### src/ptms_pkg.sv
// shared types and constants for the process table scheduler
package ptms_pkg;

    localparam int SLOTS   = 64;
    localparam int IDX_W   = $clog2(SLOTS);
    localparam int STATE_W = 2;
    localparam int ID_W    = 16;
    localparam int PRIO_W  = 8;
    localparam int TICK_W  = 7;
    localparam int FUNC_W  = 3;
    localparam int MODE_W  = 2;
    localparam int ACT_W   = 2;
    localparam int OSLOT_W = 6;

    localparam int TICK_DEMOTE = 4;
    localparam int TICK_DECAY  = 8;
    localparam int TICK_BOOST  = 100;

    // operations
    localparam logic [FUNC_W-1:0] FN_ALLOC     = 3'd0;
    localparam logic [FUNC_W-1:0] FN_SET_STATE = 3'd1;
    localparam logic [FUNC_W-1:0] FN_SET_PRIO  = 3'd2;
    localparam logic [FUNC_W-1:0] FN_TICK      = 3'd3;
    localparam logic [FUNC_W-1:0] FN_PICK      = 3'd4;

    // slot states
    localparam logic [STATE_W-1:0] ST_UNUSED   = 2'd0;
    localparam logic [STATE_W-1:0] ST_BLOCKED  = 2'd1;
    localparam logic [STATE_W-1:0] ST_RUNNABLE = 2'd2;
    localparam logic [STATE_W-1:0] ST_RUNNING  = 2'd3;

    // scheduling modes
    localparam logic [MODE_W-1:0] MODE_RR    = 2'd0;
    localparam logic [MODE_W-1:0] MODE_LOWID = 2'd1;
    localparam logic [MODE_W-1:0] MODE_MLFQ  = 2'd2;

    // tick results
    localparam logic [ACT_W-1:0] ACT_NONE   = 2'd0;
    localparam logic [ACT_W-1:0] ACT_EXPIRE = 2'd1;
    localparam logic [ACT_W-1:0] ACT_BOOST  = 2'd2;

    typedef struct packed {
        logic [STATE_W-1:0] state;
        logic [ID_W-1:0]    id;
        logic               level;
        logic [PRIO_W-1:0]  prio;
        logic [TICK_W-1:0]  ticks;
    } slot_ent_t;

    typedef struct packed {
        logic             rd_en;
        logic [IDX_W-1:0] rd_addr;
        logic             wr_en;
        logic [IDX_W-1:0] wr_addr;
        slot_ent_t        wr_ent;
        logic             boost;
    } tbl_req_t;

    typedef struct packed {
        logic               found;
        logic [OSLOT_W-1:0] slot;
        logic [ID_W-1:0]    id;
        logic               level;
        logic [ACT_W-1:0]   action;
    } result_t;

    typedef enum logic [2:0] {
        CS_IDLE,
        CS_READ,
        CS_SCAN,
        CS_DRAIN,
        CS_FINISH
    } ctrl_state_t;

endpackage

### src/ptms_ram.sv
// generic single-port-write, registered-read ram
module ptms_ram #(
    parameter int WIDTH = 8,
    parameter int DEPTH = 16
) (
    input  logic                     aclk,
    input  logic                     wr_en,
    input  logic [$clog2(DEPTH)-1:0] wr_addr,
    input  logic [WIDTH-1:0]         wr_data,
    input  logic                     rd_en,
    input  logic [$clog2(DEPTH)-1:0] rd_addr,
    output logic [WIDTH-1:0]         rd_data
);

    logic [WIDTH-1:0] mem [DEPTH];
    logic [WIDTH-1:0] rd_data_reg;

    always_ff @(posedge aclk) begin
        if (wr_en) begin
            mem[wr_addr] <= wr_data;
        end
        if (rd_en) begin
            rd_data_reg <= mem[rd_addr];
        end
    end

    assign rd_data = rd_data_reg;

endmodule

### src/ptms_table.sv
// slot table: ram plus per-entry valid bits for reset and boost
module ptms_table (
    input  logic                aclk,
    input  logic                aresetn,
    input  ptms_pkg::tbl_req_t  req,
    output ptms_pkg::slot_ent_t rd_ent
);
    import ptms_pkg::*;

    // valid_a covers state and id, valid_b covers level, priority and ticks
    logic [SLOTS-1:0] valid_a_reg, valid_a_next;
    logic [SLOTS-1:0] valid_b_reg, valid_b_next;
    logic [IDX_W-1:0] rd_addr_reg;
    slot_ent_t        ram_ent;
    logic [$bits(slot_ent_t)-1:0] ram_rd_data;

    ptms_ram #(
        .WIDTH ($bits(slot_ent_t)),
        .DEPTH (SLOTS)
    ) u_ram (
        .aclk    (aclk),
        .wr_en   (req.wr_en),
        .wr_addr (req.wr_addr),
        .wr_data (req.wr_ent),
        .rd_en   (req.rd_en),
        .rd_addr (req.rd_addr),
        .rd_data (ram_rd_data)
    );

    assign ram_ent = ram_rd_data;

    always_comb begin
        valid_a_next = valid_a_reg;
        valid_b_next = valid_b_reg;
        if (req.boost) begin
            valid_b_next = '0;
        end
        if (req.wr_en) begin
            valid_a_next[req.wr_addr] = 1'b1;
            valid_b_next[req.wr_addr] = 1'b1;
        end
    end

    always_ff @(posedge aclk) begin
        if (!aresetn) begin
            valid_a_reg <= '0;
            valid_b_reg <= '0;
        end else begin
            valid_a_reg <= valid_a_next;
            valid_b_reg <= valid_b_next;
        end
    end

    always_ff @(posedge aclk) begin
        if (req.rd_en) begin
            rd_addr_reg <= req.rd_addr;
        end
    end

    // entries never written since reset read as zero; since a boost, their level, priority and ticks do
    always_comb begin
        rd_ent = ram_ent;
        if (!valid_a_reg[rd_addr_reg]) begin
            rd_ent.state = ST_UNUSED;
            rd_ent.id    = '0;
        end
        if (!valid_a_reg[rd_addr_reg] || !valid_b_reg[rd_addr_reg]) begin
            rd_ent.level = 1'b0;
            rd_ent.prio  = '0;
            rd_ent.ticks = '0;
        end
    end

endmodule

### src/ptms_ctrl.sv
// operation sequencer: single-slot read-modify-write and table scans
module ptms_ctrl (
    input  logic                               aclk,
    input  logic                               aresetn,
    input  logic [ptms_pkg::MODE_W-1:0]        sched_mode,
    input  logic                               s_valid,
    output logic                               s_ready,
    input  logic [ptms_pkg::FUNC_W-1:0]        s_func,
    input  logic [ptms_pkg::OSLOT_W-1:0]       s_slot_index,
    input  logic [ptms_pkg::ID_W-1:0]          s_proc_id,
    input  logic [ptms_pkg::STATE_W-1:0]       s_new_state,
    input  logic [ptms_pkg::PRIO_W-1:0]        s_new_priority,
    output ptms_pkg::tbl_req_t                 req,
    input  ptms_pkg::slot_ent_t                rd_ent,
    input  logic                               out_free,
    output logic                               res_valid,
    output ptms_pkg::result_t                  res
);
    import ptms_pkg::*;

    ctrl_state_t         state_reg, state_next;
    logic [FUNC_W-1:0]   func_reg, func_next;
    logic [IDX_W-1:0]    idx_reg, idx_next;
    logic                ok_reg, ok_next;
    logic [ID_W-1:0]     pid_reg, pid_next;
    logic [STATE_W-1:0]  nstate_reg, nstate_next;
    logic [PRIO_W-1:0]   nprio_reg, nprio_next;
    slot_ent_t           ent_reg, ent_next;
    logic [IDX_W-1:0]    cnt_reg, cnt_next;
    logic                rd_pend_reg, rd_pend_next;
    logic [IDX_W-1:0]    rd_idx_reg, rd_idx_next;
    logic                hit_reg, hit_next;
    logic [IDX_W-1:0]    best_idx_reg, best_idx_next;
    slot_ent_t           best_ent_reg, best_ent_next;
    logic [IDX_W-1:0]    rr_ptr_reg, rr_ptr_next;

    logic             rr_mode;
    logic             in_table;
    logic [IDX_W-1:0] scan_start;
    logic [IDX_W:0]   scan_sum;
    logic [IDX_W-1:0] scan_addr;
    logic             take;

    assign rr_mode  = (sched_mode != MODE_LOWID) && (sched_mode != MODE_MLFQ);
    assign in_table = (32'(s_slot_index) < SLOTS);

    // round-robin picks start at the pointer and wrap
    assign scan_start = ((func_reg == FN_PICK) && rr_mode) ? rr_ptr_reg : '0;
    assign scan_sum   = {1'b0, scan_start} + {1'b0, cnt_reg};
    assign scan_addr  = (scan_sum >= (IDX_W+1)'(SLOTS)) ?
                        IDX_W'(scan_sum - (IDX_W+1)'(SLOTS)) : IDX_W'(scan_sum);

    // candidate selection for the entry coming out of the table
    always_comb begin
        take = 1'b0;
        if (func_reg == FN_SET_PRIO) begin
            take = (rd_ent.state != ST_UNUSED) && (rd_ent.id == pid_reg) && !hit_reg;
        end else if (rd_ent.state == ST_RUNNABLE) begin
            if (!hit_reg) begin
                take = 1'b1;
            end else if (sched_mode == MODE_LOWID) begin
                take = rd_ent.id < best_ent_reg.id;
            end else if (sched_mode == MODE_MLFQ) begin
                take = best_ent_reg.level &&
                       (!rd_ent.level || (rd_ent.prio > best_ent_reg.prio));
            end
        end
    end

    always_ff @(posedge aclk) begin
        if (!aresetn) begin
            state_reg   <= CS_IDLE;
            rr_ptr_reg  <= '0;
            rd_pend_reg <= 1'b0;
            hit_reg     <= 1'b0;
        end else begin
            state_reg   <= state_next;
            rr_ptr_reg  <= rr_ptr_next;
            rd_pend_reg <= rd_pend_next;
            hit_reg     <= hit_next;
        end
    end

    always_ff @(posedge aclk) begin
        func_reg     <= func_next;
        idx_reg      <= idx_next;
        ok_reg       <= ok_next;
        pid_reg      <= pid_next;
        nstate_reg   <= nstate_next;
        nprio_reg    <= nprio_next;
        ent_reg      <= ent_next;
        cnt_reg      <= cnt_next;
        rd_idx_reg   <= rd_idx_next;
        best_idx_reg <= best_idx_next;
        best_ent_reg <= best_ent_next;
    end

    always_comb begin
        slot_ent_t         wr;
        logic [TICK_W-1:0] tick_t;

        state_next    = state_reg;
        func_next     = func_reg;
        idx_next      = idx_reg;
        ok_next       = ok_reg;
        pid_next      = pid_reg;
        nstate_next   = nstate_reg;
        nprio_next    = nprio_reg;
        ent_next      = ent_reg;
        cnt_next      = cnt_reg;
        rd_pend_next  = rd_pend_reg;
        rd_idx_next   = rd_idx_reg;
        hit_next      = hit_reg;
        best_idx_next = best_idx_reg;
        best_ent_next = best_ent_reg;
        rr_ptr_next   = rr_ptr_reg;
        req           = '0;
        res           = '0;
        res_valid     = 1'b0;
        s_ready       = 1'b0;
        wr            = ent_reg;
        tick_t        = ent_reg.ticks + TICK_W'(1);

        if (rd_pend_reg && take) begin
            hit_next      = 1'b1;
            best_idx_next = rd_idx_reg;
            best_ent_next = rd_ent;
        end

        unique case (state_reg)
            CS_IDLE: begin
                s_ready = 1'b1;
                if (s_valid) begin
                    func_next    = s_func;
                    idx_next     = IDX_W'(s_slot_index);
                    ok_next      = in_table;
                    pid_next     = s_proc_id;
                    nstate_next  = s_new_state;
                    nprio_next   = s_new_priority;
                    cnt_next     = '0;
                    rd_pend_next = 1'b0;
                    hit_next     = 1'b0;
                    if ((s_func == FN_ALLOC) || (s_func == FN_SET_STATE) ||
                        (s_func == FN_TICK)) begin
                        if (in_table) begin
                            req.rd_en   = 1'b1;
                            req.rd_addr = IDX_W'(s_slot_index);
                            state_next  = CS_READ;
                        end else begin
                            state_next = CS_FINISH;
                        end
                    end else if ((s_func == FN_SET_PRIO) || (s_func == FN_PICK)) begin
                        state_next = CS_SCAN;
                    end else begin
                        state_next = CS_FINISH;
                    end
                end
            end
            CS_READ: begin
                ent_next   = rd_ent;
                state_next = CS_FINISH;
            end
            CS_SCAN: begin
                req.rd_en    = 1'b1;
                req.rd_addr  = scan_addr;
                rd_pend_next = 1'b1;
                rd_idx_next  = scan_addr;
                cnt_next     = cnt_reg + IDX_W'(1);
                if (cnt_reg == IDX_W'(SLOTS - 1)) begin
                    state_next = CS_DRAIN;
                end
            end
            CS_DRAIN: begin
                rd_pend_next = 1'b0;
                state_next   = CS_FINISH;
            end
            CS_FINISH: begin
                if (out_free) begin
                    res_valid  = 1'b1;
                    state_next = CS_IDLE;
                    unique case (func_reg)
                        FN_ALLOC: begin
                            if (ok_reg && (ent_reg.state == ST_UNUSED)) begin
                                req.wr_en   = 1'b1;
                                req.wr_addr = idx_reg;
                                req.wr_ent  = '{state: ST_RUNNABLE, id: pid_reg,
                                                level: 1'b0, prio: '0, ticks: '0};
                            end
                        end
                        FN_SET_STATE: begin
                            wr.state    = nstate_reg;
                            req.wr_en   = ok_reg;
                            req.wr_addr = idx_reg;
                            req.wr_ent  = wr;
                        end
                        FN_SET_PRIO: begin
                            if (hit_reg) begin
                                wr          = best_ent_reg;
                                wr.prio     = nprio_reg;
                                req.wr_en   = 1'b1;
                                req.wr_addr = best_idx_reg;
                                req.wr_ent  = wr;
                                res.found   = 1'b1;
                                res.slot    = OSLOT_W'(best_idx_reg);
                                res.id      = best_ent_reg.id;
                            end
                        end
                        FN_TICK: begin
                            if (ok_reg) begin
                                wr.ticks   = tick_t;
                                res.action = ACT_NONE;
                                if (sched_mode == MODE_MLFQ) begin
                                    if (!ent_reg.level) begin
                                        if ((tick_t % TICK_W'(TICK_DEMOTE)) == '0) begin
                                            wr.level   = 1'b1;
                                            wr.ticks   = '0;
                                            res.action = ACT_EXPIRE;
                                        end
                                    end else if ((tick_t == '0) ||
                                                 (tick_t == TICK_W'(TICK_BOOST))) begin
                                        // whole-table boost clears this slot as well
                                        wr.level   = 1'b0;
                                        req.boost  = 1'b1;
                                        res.action = ACT_BOOST;
                                    end else if ((tick_t % TICK_W'(TICK_DECAY)) == '0) begin
                                        if (ent_reg.prio != '0) begin
                                            wr.prio = ent_reg.prio - PRIO_W'(1);
                                        end
                                        res.action = ACT_EXPIRE;
                                    end
                                end
                                req.wr_en   = !req.boost;
                                req.wr_addr = idx_reg;
                                req.wr_ent  = wr;
                                res.level   = wr.level;
                            end
                        end
                        FN_PICK: begin
                            if (hit_reg) begin
                                wr          = best_ent_reg;
                                wr.state    = ST_RUNNING;
                                req.wr_en   = 1'b1;
                                req.wr_addr = best_idx_reg;
                                req.wr_ent  = wr;
                                if (rr_mode) begin
                                    rr_ptr_next = (best_idx_reg == IDX_W'(SLOTS - 1)) ?
                                                  '0 : best_idx_reg + IDX_W'(1);
                                end
                                res.found = 1'b1;
                                res.slot  = OSLOT_W'(best_idx_reg);
                                res.id    = best_ent_reg.id;
                                res.level = best_ent_reg.level;
                            end
                        end
                        default: begin
                        end
                    endcase
                end
            end
            default: begin
                state_next = CS_IDLE;
            end
        endcase
    end

endmodule

### src/process_table_mlfq_scheduler_core.sv
// top level of the process table scheduler: config register, sequencer, table, result register
//
// The block holds a table of 64 process slots in a single ram with a registered
// read; every defined operation reads that ram and may write a slot back. Allocate,
// set state and tick touch one slot: an item is taken, its slot is read, and the
// result beat is loaded into the output register once it is free; no new item is
// taken until then. Set priority and pick walk the whole table through the single
// read port, one slot per cycle, so the scan length is what sets their rate. The
// whole table is empty right after reset (per-slot valid flops, no clearing pass),
// and a feedback boost clears level, priority and ticks of all slots at once the
// same way. A new item may be accepted while the previous result beat still
// waits in the output register. sched_mode is written through the cfg channel
// and should only change while no item is in flight.
module process_table_mlfq_scheduler_core (
    input  logic                               aclk,
    input  logic                               aresetn,

    // configuration: scheduling mode
    input  logic                               cfg_valid,
    output logic                               cfg_ready,
    input  logic [ptms_pkg::MODE_W-1:0]        cfg_sched_mode,

    // operation beats
    input  logic                               s_valid,
    output logic                               s_ready,
    input  logic [ptms_pkg::FUNC_W-1:0]        s_func,
    input  logic [ptms_pkg::OSLOT_W-1:0]       s_slot_index,
    input  logic [ptms_pkg::ID_W-1:0]          s_proc_id,
    input  logic [ptms_pkg::STATE_W-1:0]       s_new_state,
    input  logic [ptms_pkg::PRIO_W-1:0]        s_new_priority,

    // result beats
    output logic                               m_valid,
    input  logic                               m_ready,
    output logic                               m_found,
    output logic [ptms_pkg::OSLOT_W-1:0]       m_chosen_slot,
    output logic [ptms_pkg::ID_W-1:0]          m_chosen_id,
    output logic                               m_chosen_level,
    output logic [ptms_pkg::ACT_W-1:0]         m_tick_action
);
    import ptms_pkg::*;

    logic [MODE_W-1:0] sched_mode_reg, sched_mode_next;
    logic              m_valid_reg, m_valid_next;
    result_t           res_reg;

    tbl_req_t  req;
    slot_ent_t rd_ent;
    logic      out_free;
    logic      res_valid;
    result_t   res;

    // config writes are always taken
    assign cfg_ready = 1'b1;

    always_comb begin
        sched_mode_next = sched_mode_reg;
        if (cfg_valid) begin
            sched_mode_next = cfg_sched_mode;
        end
    end

    // output register may be refilled in the cycle its beat leaves
    assign out_free = !m_valid_reg || m_ready;

    always_comb begin
        m_valid_next = m_valid_reg;
        if (res_valid) begin
            m_valid_next = 1'b1;
        end else if (m_ready) begin
            m_valid_next = 1'b0;
        end
    end

    always_ff @(posedge aclk) begin
        if (!aresetn) begin
            sched_mode_reg <= MODE_RR;
            m_valid_reg    <= 1'b0;
        end else begin
            sched_mode_reg <= sched_mode_next;
            m_valid_reg    <= m_valid_next;
        end
    end

    // result payload, loaded only when the sequencer finishes an item
    always_ff @(posedge aclk) begin
        if (res_valid) begin
            res_reg <= res;
        end
    end

    ptms_ctrl u_ctrl (
        .aclk           (aclk),
        .aresetn        (aresetn),
        .sched_mode     (sched_mode_reg),
        .s_valid        (s_valid),
        .s_ready        (s_ready),
        .s_func         (s_func),
        .s_slot_index   (s_slot_index),
        .s_proc_id      (s_proc_id),
        .s_new_state    (s_new_state),
        .s_new_priority (s_new_priority),
        .req            (req),
        .rd_ent         (rd_ent),
        .out_free       (out_free),
        .res_valid      (res_valid),
        .res            (res)
    );

    ptms_table u_table (
        .aclk    (aclk),
        .aresetn (aresetn),
        .req     (req),
        .rd_ent  (rd_ent)
    );

    assign m_valid        = m_valid_reg;
    assign m_found        = res_reg.found;
    assign m_chosen_slot  = res_reg.slot;
    assign m_chosen_id    = res_reg.id;
    assign m_chosen_level = res_reg.level;
    assign m_tick_action  = res_reg.action;

endmodule

### config.mk
export PLATFORM = sky130hd
export DESIGN_NAME = process_table_mlfq_scheduler_core
export DESIGN_NICKNAME = d
export VERILOG_FILES = /design/src/ptms_pkg.sv /design/src/ptms_ram.sv /design/src/ptms_table.sv /design/src/ptms_ctrl.sv /design/src/process_table_mlfq_scheduler_core.sv
export SDC_FILE = /design/constraint.sdc
export NUM_CORES = 2
export LEC_CHECK = 0
export BUFFER_PORTS_ARGS = -buffer_cell sky130_fd_sc_hd__buf_2
export CAP_MARGIN = 40
export CORE_UTILIZATION = 40
export CTS_BUF_LIST = sky130_fd_sc_hd__clkbuf_16
export CTS_CLUSTER_SIZE = 40
export DETAILED_ROUTE_END_ITERATION = 12
export PLACE_DENSITY = 0.57
export SYNTH_ARGS = -nofsm -noshare
export SYNTH_HDL_FRONTEND = slang
export SYNTH_SLANG_ARGS = --single-unit
### constraint.sdc
create_clock -name aclk -period 6.2 [get_ports aclk]
set_input_delay 0.62 -clock aclk [delete_from_list [all_inputs] [get_ports aclk]]
set_output_delay 0.62 -clock aclk [all_outputs]
set_load 0.01 [all_outputs]
### After elaboration in Yosys (flattened, before gate mapping)

Memory sizes are Yosys's and may differ from the RTL's. A register that Yosys moved wholly into a read port is not among the register bits.
Cells that the tools add are included.

| storage, ports and cells | value |
|---|---|
| bits in registers | 295 |
| RAM bits | 2176 |
| input port bits | 42 |
| output and inout bits | 29 |
| memories | 1 |

| operators by class | value |
|---|---|
| add/sub/neg operators | 6 |
| magnitude comparators | 6 |
| eq/ne operators | 24 |
| multiplexer cells | 72 |
| bitwise gates (word level) | 2 |
| reduce and logical (&&, ||, !) cells | 40 |

Memory list:

| memory | depth | width | read ports | clocked after memory_dff | write ports | line | RTL |
|---|---|---|---|---|---|---|---|
| u_table.u_ram.mem | 64 | 34 | 1 | 1 | 1 | ptms_ram.sv:15 | `logic [WIDTH-1:0] mem [DEPTH];` |

Operators with widths:

| operator | number |
|---|---|
| 41-bit one-hot mux with 5 select lines | 1 |
| 64-bit two-way mux | 2 |
| 64-bit bitwise OR | 2 |
| 41-bit two-way mux | 3 |
| 42-bit two-way mux | 2 |
| 23-bit one-hot mux with 2 select lines | 1 |
| 16-bit two-way mux | 2 |
| 8-bit two-way mux | 4 |
| 1-bit two-way mux | 31 |
| 7-bit two-way mux | 4 |
| 24-bit two-way mux | 1 |
| 6-bit two-way mux | 4 |
| 23-bit two-way mux | 1 |
| 7-bit zero test | 3 |
| 3-bit by 2-bit equality test with 1-bit output, second input constant | 6 |
| 18-bit two-way mux | 1 |
| 16-bit equality test | 1 |
| 16-bit < comparator | 1 |
| 3-bit two-way mux | 5 |
| 6-bit by 7-bit < comparator with 1-bit output, second input constant | 2 |
| 7-bit one-hot mux with 2 select lines | 1 |
| 6-bit by 1-bit adder with 6-bit output, second input constant | 2 |
| 1-bit binary-select mux with 6-bit select | 2 |
| 6-bit equality test, second input constant | 2 |
| 33 further kinds | 66 |

### Longest topological paths before layout

| logic depth | value |
|---|---|
| depth in word-level cells | 19 |
| depth in mapped cells | 19 |
| gate-level depth less buffers | 16 |

### Cells and area by module

A second synthesis with hierarchy kept.

| unflattened totals | value |
|---|---|
| cell total of the unflattened synthesis | 5033 |
| area total of the unflattened synthesis | 98240.5 um^2 |

Modules (own cells, without submodules):

| module | instances | cells each | area each (um^2) | seq. area each (um^2) |
|---|---|---|---|---|
| ptms_ram | 1 | 3767 | 84021.8 | 66363.6 |
| ptms_ctrl | 1 | 613 | 7008.0 | 3853.7 |
| ptms_table | 1 | 615 | 6301.0 | 2742.6 |
| process_table_mlfq_scheduler_core | 1 | 38 | 909.6 | 840.8 |

### Worst setup path after synthesis

No wires, ideal clock.

| timing | value |
|---|---|
| path type | register to register |
| start | register u_table.rd_addr_reg[0] |
| end | register u_ctrl.best_ent_reg[0] (netlist bit) (enable) |
| setup time | 0.462 ns |
| arrival time | 5.458 ns |
| required time | 5.738 ns |
| path slack | 0.281 ns |
| cell stages (with the launch flop) | 20 |
| period minus slack after synthesis | 5.919 ns |
| path through | edfxtp_1 buf_2 and2_1 clkbuf_1 a22oi_1 nand4b_1 a41oi_1 a21o_1 clkbuf_1 clkbuf_1 and2_1 ha_1 a21o_1 a21o_1 a21oi_1 nor2_1 a211oi_1 o21ai_0 a31o_2 a31oi_1 |

RTL lines:

| item | line | RTL |
|---|---|---|
| start, declared | ptms_table.sv:13 | `logic [IDX_W-1:0] rd_addr_reg;` |
| start signal, assigned | ptms_table.sv:56 | `rd_addr_reg <= req.rd_addr;` |
| end signal, assigned | ptms_ctrl.sv:95 | `best_ent_reg <= best_ent_next;` |
| end, declared | ptms_ctrl.sv:34 | `slot_ent_t best_ent_reg, best_ent_next;` |

### Final worst setup path

| timing | value |
|---|---|
| start | register sched_mode_reg[0] |
| end | register u_table.u_ram.rd_data_reg[33] (netlist: u_table.u_ram.rd_data[33]) (read register of u_table.u_ram.mem), data pin |

| on the way | value |
|---|---|
| word-level cells in the longest chain between the ends | 8 |
| elaborated cells between the ends (all ways) | 10 |

Ends and longest elaborated chain:

| item | line | RTL |
|---|---|---|
| start, declared | process_table_mlfq_scheduler_core.sv:43 | `logic [MODE_W-1:0] sched_mode_reg, sched_mode_next;` |
| start signal, assigned | process_table_mlfq_scheduler_core.sv:80 | `sched_mode_reg <= sched_mode_next;` |
| 2-bit by 1-bit inequality test with 1-bit output or 2-bit inequality test (tied branches) | ptms_ctrl.sv:44 | `assign rr_mode = (sched_mode != MODE_LOWID) && (sched_mode != MODE_MLFQ);` |
| 1-bit logical AND * | ptms_ctrl.sv:44 |  |
| 1-bit logical AND * | ptms_ctrl.sv:48 | `assign scan_start = ((func_reg == FN_PICK) && rr_mode) ? rr_ptr_reg : '0;` |
| 6-bit two-way mux * | ptms_ctrl.sv:48 |  |
| 6-bit by 6-bit adder with 7-bit output * | ptms_ctrl.sv:49 | `assign scan_sum = {1'b0, scan_start} + {1'b0, cnt_reg};` |
| 6-bit by 1-bit subtractor with 6-bit output or 7-bit >= comparator (tied branches) | ptms_ctrl.sv:51, ptms_ctrl.sv:50 |  |
| 6-bit two-way mux * | ptms_ctrl.sv:50 | `assign scan_addr = (scan_sum >= (IDX_W+1)'(SLOTS)) ?` |
| named net u_ctrl.scan_addr[1] | ptms_ctrl.sv:41 | `logic [IDX_W-1:0] scan_addr;` |
| 7-bit one-hot mux with 2 select lines * | ptms_ctrl.sv:130 | `unique case (state_reg)` |
| end, declared | ptms_ram.sv:16 | `logic [WIDTH-1:0] rd_data_reg;` |

The timed path passes the listed nets; every way through them passes the cells marked *.
A chain may end at the register's enable or synchronous reset.

==> reports/results.tsv <==
metric	value	unit
most common cell after layout, fill and taps aside	edfxtp_1	
switch share	23.4	%
TritonCTS Buffers	240	
P_sw	8.17	mW
net count after synthesis	7605	
Cells after Synth	7525	
worst setup margin	365	ps
worst hold path depth	4	
Clock Latency Late Sink	900	ps
largest family of logic cells by synthesized area	simple AND/OR/NAND/NOR gates	
die area	0.252	sq mm
post-DR vias/cell	5.82	
DR WL/cell	27.8	um
ys flop type	edfxtp_1	
CP Capture Type	register	
post-place setup slack	490	ps
Max-Cap Viols	0	
simple-gate share of the synthesized area	13.6	%
grt total ovfl	0	
Ports	71	
Yosys reg bits	2505	
Final Max Tran Viols	0	
core area	0.248	sq mm
most frequent cells in the layout	edfxtp_1, nand2_1, nand3_1, a21oi_1, buf_4	
first-iteration detailed-routing DRC count	8454	
nets	7808	
Post-Syn Area	0.0999	sq mm
hpwl dp	184	mm
XOR/XNOR share of the synthesized area	0.307	%
Final Routed Wirelength	313	mm
Combinational Power Share	7.0	%
HP Class	input port to register	
Cell Rows	183	
initial core utilization	40.2	%
Max Clock Skew	38.2	ps
number of antenna violations at the first check in global routing	17	
WS Path Type	register to register	
Synth top area share	71.0	%
Clock Sinks	2505	
P&R area growth vs syn	15.0	%
RSZ-0062 raised after global routing	no	
syn_area_per_cell	13.3	sq um
CP max FO	102	
final setup fails	0	
Die Y	502	um
Worst Hold Path EP	u_ctrl.state_reg[2]	
R2R Setup Slk	360	ps
Hold Vio Cnt, Final	0	
max FFs per register	2176	
Highest Clock Rate	171	MHz
Pwr per Cell Area	304	mW/mm^2
leakage	37.2	nW
outcome	completed	
HP Start	m_ready	
number of global-route vias before repair	61800	
GR Util All Layers	24.5	%
layout cells sized above 1	11.4	%
startpoint types	register	
First-pass DRT Iterations	6	
# Post-CTS Setup Buffers	0	
post-synthesis adder-cell area fraction	0.483	%
DRT antenna net count	0	
via count	65600	
max_slew headroom	14.8	%
Internal	26.8	mW
Worst VDD drop	375	uV
die width	502	um
Worst R2R Path Depth	16	
Clock Tree Buf Depth	3	
worst r2r dst	u_table.u_ram.rd_data[33]	
Slew @ Worst Pin	1280	ps
number of fill cells	21800	
largest net degree at the start of global routing	185	
Final Core Density	46.2	%
Synthesis Warnings	0	
FF-to-FF Start	sched_mode_reg[0]	
RePlAce Congestion	0.864	
first-pass GRT wire length	447	mm
register area share after synthesis	73.9	%
Tcrit/Tclk final	94.1	%
Reg clk slew, reported paths	60	ps
EDFF count, synth	2363	
Buffers on Ports	69	
Final min period	5840	ps
leading area contributor after synthesis	edfxtp_1	
Post-synth ARST share	0	%
required time worst endpoint	6960	ps
synth top area cells	edfxtp_1, nand2_1, dfxtp_1	
Seq pwr share	53.0	%
clock network fraction of total power	40.0	%
CTS HTree Levels	4	
number of remaining DRC errors	0	
CTS tree	built	
multiplexer area fraction after synthesis	1.21	%
clock root buffer	clkbuf_16	
synth unique cells	77	
critical path arrival	6600	ps
Compound-Gate Fraction of Synth Area	8.01	%
[per-layer routing]
layer  vias up  part of all wire, %  track usage, %
li1      28500                    -               -
met1     33500                   42            34.8
met2      3079                   46            38.7
met3       432                  8.8            3.85
met4        10                  2.9            7.39
met5         -                0.020               0
[power by group through the flow]
stage          sequential (mW)  combinational [mW]  clock (mW)
2_1_floorplan             18.8                1.47           0
3_3_place_gp              18.9                2.35           0
3_5_place_dp              18.9                2.40           0
4_1_cts                   18.5                2.43        14.2
5_1_grt                   18.5                2.63        14.8
6_report                  18.5                2.45        14.0
[how the worst max path moves through the flow]
stage	start	end	slack [ps]	cells past startpoint
floorplan	u_table.rd_addr_reg[0]	u_ctrl.best_ent_reg[0]	280	19
global placement	sched_mode_reg[0]	u_table.u_ram.rd_data[23]	-150	16
detailed placement	sched_mode_reg[0]	u_table.u_ram.rd_data[33]	490	16
CTS	sched_mode_reg[0]	u_table.u_ram.rd_data[10]	470	17
global route	sched_mode_reg[0]	u_table.u_ram.rd_data[33]	210	16
finish	sched_mode_reg[0]	u_table.u_ram.rd_data[33]	360	16
[synth_stat cells (7+ instances only)]
cell / instances
nand2_1: 1970
buf_2: 199
dfxtp_1: 142
a311oi_1: 133
and4_1: 30
a221oi_1: 92
clkbuf_1: 234
o21a_1: 55
buf_4: 32
a31oi_1: 122
o21ai_0: 103
xor2_1: 21
xnor2_1: 14
and3_1: 168
nor4_1: 33
inv_1: 45
buf_1: 28
a32oi_1: 64
mux2i_1: 74
ha_1: 37
nor2_2: 7
nand2b_1: 10
a21oi_1: 355
a22o_1: 8
a21o_1: 10
o31ai_1: 17
and2_1: 69
edfxtp_1: 2363
a211oi_1: 14
mux4_2: 20
nor2_1: 135
a22oi_1: 176
nand4_1: 39
nor3_1: 54
nand3_1: 558
nor2b_1: 12
[worst max-delay path, cell delays in order (launching register included)]
cell and delay [ps]:
dfxtp_1 360, inv_1 60, ha_1 330, and4bb_2 290, and2_1 170, ha_1 220, fa_1 470, nor4bb_1 180
a41oi_4 660, buf_12 440, buf_4 630, nand2_1 120, and3_1 190, a311oi_1 230, a31oi_1 90, a22oi_1 800
and4_1 290
[final cells by class]
cell class | instances | area [sq um] | share of cell area [%]
Clock inverter | 194 | 1240 | 1.08
Inverter | 53 | 219 | 0.191
Timing Repair Buffer | 460 | 4680 | 4.07
Antenna cell | 6 | 15.0 | 0.0131
Sequential cell | 2505 | 73800 | 64.2
Tap cell | 3330 | 4170 | 3.63
Clock buffer | 246 | 6160 | 5.36
Multi-Input combinational cell | 4468 | 24600 | 21.4
[cell families (layout without fill, tap and decap cells)]
group / after synthesis / count (layout)
buf+inv: 552 / 953
simple gates: 3119 / 3119
fa+ha+maj: 38 / 38
mux: 96 / 96
flops: 2505 / 2505
other cells: 1 / 7
xor+xnor: 35 / 35
compound gates: 1179 / 1179
[per-stage QoR]
step / setup TNS, ps / cell area [sq um] / std cells / power [mW] / hold slack (ps)
after global placement: -147 / 106000 / 10700 / 21.2 / 405
after global routing: 0 / 115000 / 11300 / 35.9 / 99.6
after detailed placement: 0 / 107000 / 10800 / 21.3 / 408
final: 0 / 115000 / 11300 / 35.0 / 84.9
after CTS: 0 / 115000 / 11300 / 35.1 / 17.5
after floorplan: 0 / 99900 / 7525 / 20.3 / 400
[repair_timing]
item                                    4_1_cts  5_1_grt
hold buffers                                 39        0
endpoints found under the hold margin        37        0
endpoints found under the setup margin        0        0
resized for setup                             0        0
No activity file was read; power rests on OpenSTA's default activity.
